**src/rtl/pcs_ram.sv**
```systemverilog
// Generic simple dual-port RAM: one write port, one read port with a
// registered read. No dependencies.
`timescale 1ns / 1ps
`default_nettype none
module pcs_ram #(
    parameter int WIDTH = 8,
    parameter int DEPTH = 256
) (
    input  wire logic                     i_clk,
    input  wire logic                     i_we,
    input  wire logic [$clog2(DEPTH)-1:0] i_waddr,
    input  wire logic [WIDTH-1:0]         i_wdata,
    input  wire logic                     i_re,
    input  wire logic [$clog2(DEPTH)-1:0] i_raddr,
    output logic      [WIDTH-1:0]         o_rdata
);

    logic [WIDTH-1:0] r_mem [DEPTH];

    always_ff @(posedge i_clk) begin
        if (i_we) begin
            r_mem[i_waddr] <= i_wdata;
        end
        if (i_re) begin
            o_rdata <= r_mem[i_raddr];
        end
    end

endmodule
`default_nettype wire

```
**config.mk**
```make
export PLATFORM = sky130hd
export DESIGN_NAME = pcs_ram
export DESIGN_NICKNAME = d
export VERILOG_FILES = /design/src/rtl/pcs_ram.sv
export SDC_FILE = /design/constraint.sdc
export NUM_CORES = 2
export LEC_CHECK = 0
export BUFFER_PORTS_ARGS = -buffer_cell sky130_fd_sc_hd__buf_2
export CAP_MARGIN = 10
export CORE_MARGIN = 2
export CORE_UTILIZATION = 55
export CTS_BUF_LIST = sky130_fd_sc_hd__clkbuf_4
export DETAILED_ROUTE_END_ITERATION = 12
export GPL_ROUTABILITY_DRIVEN = 0
export PLACE_DENSITY_LB_ADDON = 0.08
export SYNTH_ARGS = -nofsm -noshare
export SYNTH_HDL_FRONTEND = slang
export SYNTH_SLANG_ARGS = --single-unit
```
**constraint.sdc**
```tcl
create_clock -name i_clk -period 2.3 [get_ports i_clk]
set_clock_uncertainty 0.05 [all_clocks]
set_input_delay 0.23 -clock i_clk [delete_from_list [all_inputs] [get_ports i_clk]]
set_output_delay 0.23 -clock i_clk [all_outputs]
set_load 0.01 [all_outputs]
```
Word-level counts from Yosys, hierarchy flattened
Memory sizes are Yosys's and may differ from the RTL's. A register that Yosys moved wholly into a read port is not among the register bits.
Index checks and enable logic that the tools add are counted.
W data, S select, Z words.
{"block": "word_totals", "out_inout_bits": 8, "mem_count": 1, "regBits": 0, "ram_bits": 2048, "in_bits": 27, "wordCells": 3}
{"block": "classes", "muxes": 2}
{"memory": "r_mem", "words": 256, "width": 8, "rd": 1, "rd_clocked_by_memory_dff": 1, "wr": 1, "line_no": "18", "source": "logic [WIDTH-1:0] r_mem [DEPTH];"}
{"operator": "$mux W1", "n": 2}

Logic depth before layout (Yosys ltp)
{"block": "depth", "word_depth": 2, "ltp_mapped": 11, "mapped_depth_nobuf": 6}

Least setup slack after synthesis
OpenSTA, ideal clock, no wires.
{"block": "synth_path", "path_kind": "input to register", "start": "input port i_raddr[0]", "end": "register o_rdata[2] (read register of r_mem), data pin", "path_stages": 9, "t_required_ns": 1.981, "setup_slack_ns": -0.056, "arrival_time_ns": 2.037, "n_path_buf": 4, "setup_ns": 0.269, "path_cell_list": "buf_6 > buf_12 > buf_8 > buf_2 > mux4_2 > a22oi_1 > a21oi_1 > nor4_1 > nor4_2"}
{"item": "start, declared", "line_no": "14", "source": "input wire logic [$clog2(DEPTH)-1:0] i_raddr,"}
{"item": "end, declared", "line_no": "15", "source": "output logic [WIDTH-1:0] o_rdata"}

==> summary.txt <==
Power
  • NetSw: 16.7 mW
  • Pwr per Cell Area: 800 nW/um^2
  • Clock power frac: 39.2%
  • Maximum vdd drop: 0.572 mV
  • Part of the power in combinational logic: 6.1%
  • Leak: 31.5 nW
  • Int Pwr: 59.0 mW
  • Sw frac: 22.0%
  • Flop pwr share: 54.7%

Yosys
  • Syn. warnings: 0
  • Synth cell types: 54
  • Syn_nets: 3760
  • Top FF cell, synth: edfxtp_1
  • Synth Instances: 3733
  • Seq/Total Area, Yosys: 77.5%
  • FF+latch count, synth: 2056
  • Cell area after synthesis: 79600 um^2
  • Post-synth EDFFs: 2056
  • Post-Syn Area per Cell: 21.3 um^2
  • Ys async rst share: 0%

Clock tree
  • Setup Buffers After CTS: 0
  • Clock transition at path regs: 70 ps
  • CTS tree: built
  • Root Driver: clkbuf_4
  • H-tree levels: 6
  • Clock tree buffer depth: 4
  • CTS sink count: 2056
  • CTS buffer count: 534
  • Clk Latency, worst-skew pair: 1330 ps

STA
  • Worst slew pin tran: 960 ps
  • Final worst slack: -236 ps
  • Final hold violations: 0
  • Setup violators final: 6
  • Slew HR: 35.8%
  • Maximum operating frequency: 0.394 GHz
  • Post-layout min period: 2540 ps
  • Final Cycle Share: 110%
  • RSZ-0062 raised after global routing: true
  • Slew Viols, Final: 0

Placed design
  • Dpl hpwl: 135 mm
  • Post-Place Setup Slack: -1560 ps
  • Post-DP Area: 87200 um^2
  • I/O Buffers: 34
  • DP Cell Count: 6151

Global routing
  • Largest net degree at the start of global routing: 89
  • Gr ovfl total: 0
  • Initial antenna violation count: 5
  • Vias in the first global route: 45000
  • GRT Util Overall: 28.6%
  • First-pass GRT wire length: 301 mm

Drt
  • WL/cell: 29.6 um
  • DRC Markers: 0
  • Drt via density: 6.19
  • Final wirelength: 209 mm
  • Initial drt markers: 5225
  • Via Count: 43700
  • Final ANT Viol Nets: 0
  • DRT Pass-1 Iters: 6

Cells and area
  • Fin nets: 4849
  • Finished Layout Cells: 7062
  • Finished Cell Area: 94600 um^2
  • Synthesis-to-layout area growth: 18.7%
  • Finished Core Util: 65.8%
  • Fillers: 9755
  • Fraction of layout cells with a size suffix above 1: 40.0%

Setup path
  • Setup crit start kind: flop
  • CP max-delay cell: mux4_2
  • Cells along the critical path: mux4_2 > mux4_2 > nor2_4 > a2111oi_4 > nor3_4 > buf_6 > nor4_4
  • CP max stage delay: 530 ps
  • CP bufs+invs: 1
  • CP arrival: 3500 ps
  • Setup CP Type: flop to flop
  • CP delay by family, top: multiplexers
  • Most frequent cell on the critical path: mux4_2
  • Crit Path Max Fanout: 1
  • Worst setup EP type: flop
  • Worst EP required: 3260 ps

Floorplanning
  • IO Pins: 35
  • Die Wd: 385 um
  • Total Die Area: 148000 um^2
  • # rows: 139
  • CORE AREA: 144000 um^2
  • Initial core utilization: 55.4%
  • Die Y: 385 um

Outcome
  • Failing checks: setup timing
  • Status: finished with violations

Min path
  • Hold Crit Class: primary input to flop

Flow run
  • Max cap viols: 0
[cell usage in the layout, fill, tap and decap left out, drive strengths merged, types with 10 or more instances in the layout]
master,count
a221oi,14
o22ai,28
o221ai,47
nor2b,31
mux4,456
clkinv,99
nand3,34
clkbuf,756
inv,13
o21ai,12
dlygate4sd3,39
a21oi,96
nand4,10
o211ai,10
a22oi,133
edfxtp,2056
nor2,282
mux2i,134
buf,739
nor3,22
a211oi,16
nand2,33
nor4,27
[logic make-up after synthesis]
| kind of cell | after synthesis | synth area share, % |
|---|---|---|
| buf+inv | 235 | 1.83 |
| mux | 591 | 14.6 |
| flops | 2056 | 77.5 |
| compound gates | 385 | 3.42 |
| simple gates | 466 | 2.63 |
[area by class of cell]
| class | count | area, um^2 | area share, % |
|---|---|---|---|
| sequential | 2056 | 61700 | 65.3 |
| multi-input combinational | 1442 | 17000 | 18.0 |
| timing repair buffer | 786 | 7090 | 7.50 |
| clock buffer | 748 | 5620 | 5.94 |
| tap | 1903 | 2380 | 2.52 |
| clock inverter | 118 | 664 | 0.703 |
| antenna | 7 | 17.5 | 0.0185 |
| inverter | 2 | 7.51 | 0.00794 |
[power by group through the flow]
| stage | Sequential (mW) | Combinational [mW] | Clock, mW |
|---|---|---|---|
| after floorplan | 42.2 | 2.02 | 0 |
| after global placement | 42.1 | 4.27 | 0 |
| after detailed placement | 42.2 | 4.35 | 0 |
| after CTS | 41.3 | 4.55 | 30.3 |
| after global routing | 41.3 | 4.82 | 32.3 |
| final | 41.3 | 4.61 | 29.7 |
[path summary, 6_finish.rpt]
path                      start       endpoint  slack [ps]  depth (start not counted)
setup / recovery  r_mem[135][4]     o_rdata[4]        -240                          7
hold reg to reg    r_mem[40][3]     o_rdata[3]         980                          6
setup reg to reg  r_mem[135][4]     o_rdata[4]        -240                          7
hold / removal       i_wdata[5]  r_mem[103][5]         110                          2
[layer usage]
layer	vias up	part of all wire, %	GRT usage (%)
met4	2	3.6	11.9
met2	2291	49	44.9
li1	18200	-	-
met5	-	0.0067	0
met1	22800	39	39.9
met3	396	8.4	5.73
[flip-flops by register name, summed over array words and instances (netlist names)]
name,count
r_mem,2048
o_rdata,8
[synth_stat cells (all sizes together) (2+ instances only)]
cell type  count  area, um^2
nor2b         31         194
a221oi        14         129
nand2b         8        50.1
and3b          2        17.5
a211oi        16         120
and2           6        37.5
nor4          27         188
mux4         456       10300
clkbuf       111         417
nor2         282        1060
edfxtp      2056       61700
o22a           5        43.8
o22ai         28         175
buf          122        1030
mux2i        134        1340
a311oi         2        17.5
nand3b         2        15.0
a31oi          2        12.5
a2111oi        5        52.6
nand2         33         124
a21oi         96         480
o21ai         12        60.1
o32ai          5        51.3
a22o           8        70.1
or2            4        25.0
nand4         10        62.6
o221ai        47         418
o211ai        10        75.1
a22oi        133         998
nor3          22         110
nand3         34         170
[per-stage QoR]
step / power (mW) / hold slack (ps) / setup TNS (ps)
floorplan: 44.2 / 279 / 0
global placement: 46.4 / 555 / -10000
detailed placement: 46.5 / 567 / -9980
CTS: 76.2 / 4.19 / -1350
global route: 78.5 / 71.4 / -915
finish: 75.6 / 105 / -646
[repair_timing]
item | 4_1_cts | 5_1_grt
endpoints found under the hold margin | 4066 | 0
gates resized for setup | 52 | 45
setup endpoints to repair | 12 | 11
pin swaps | 20 | 30
hold buffers | 44 | 0
Power figures use the tool's default switching activity.
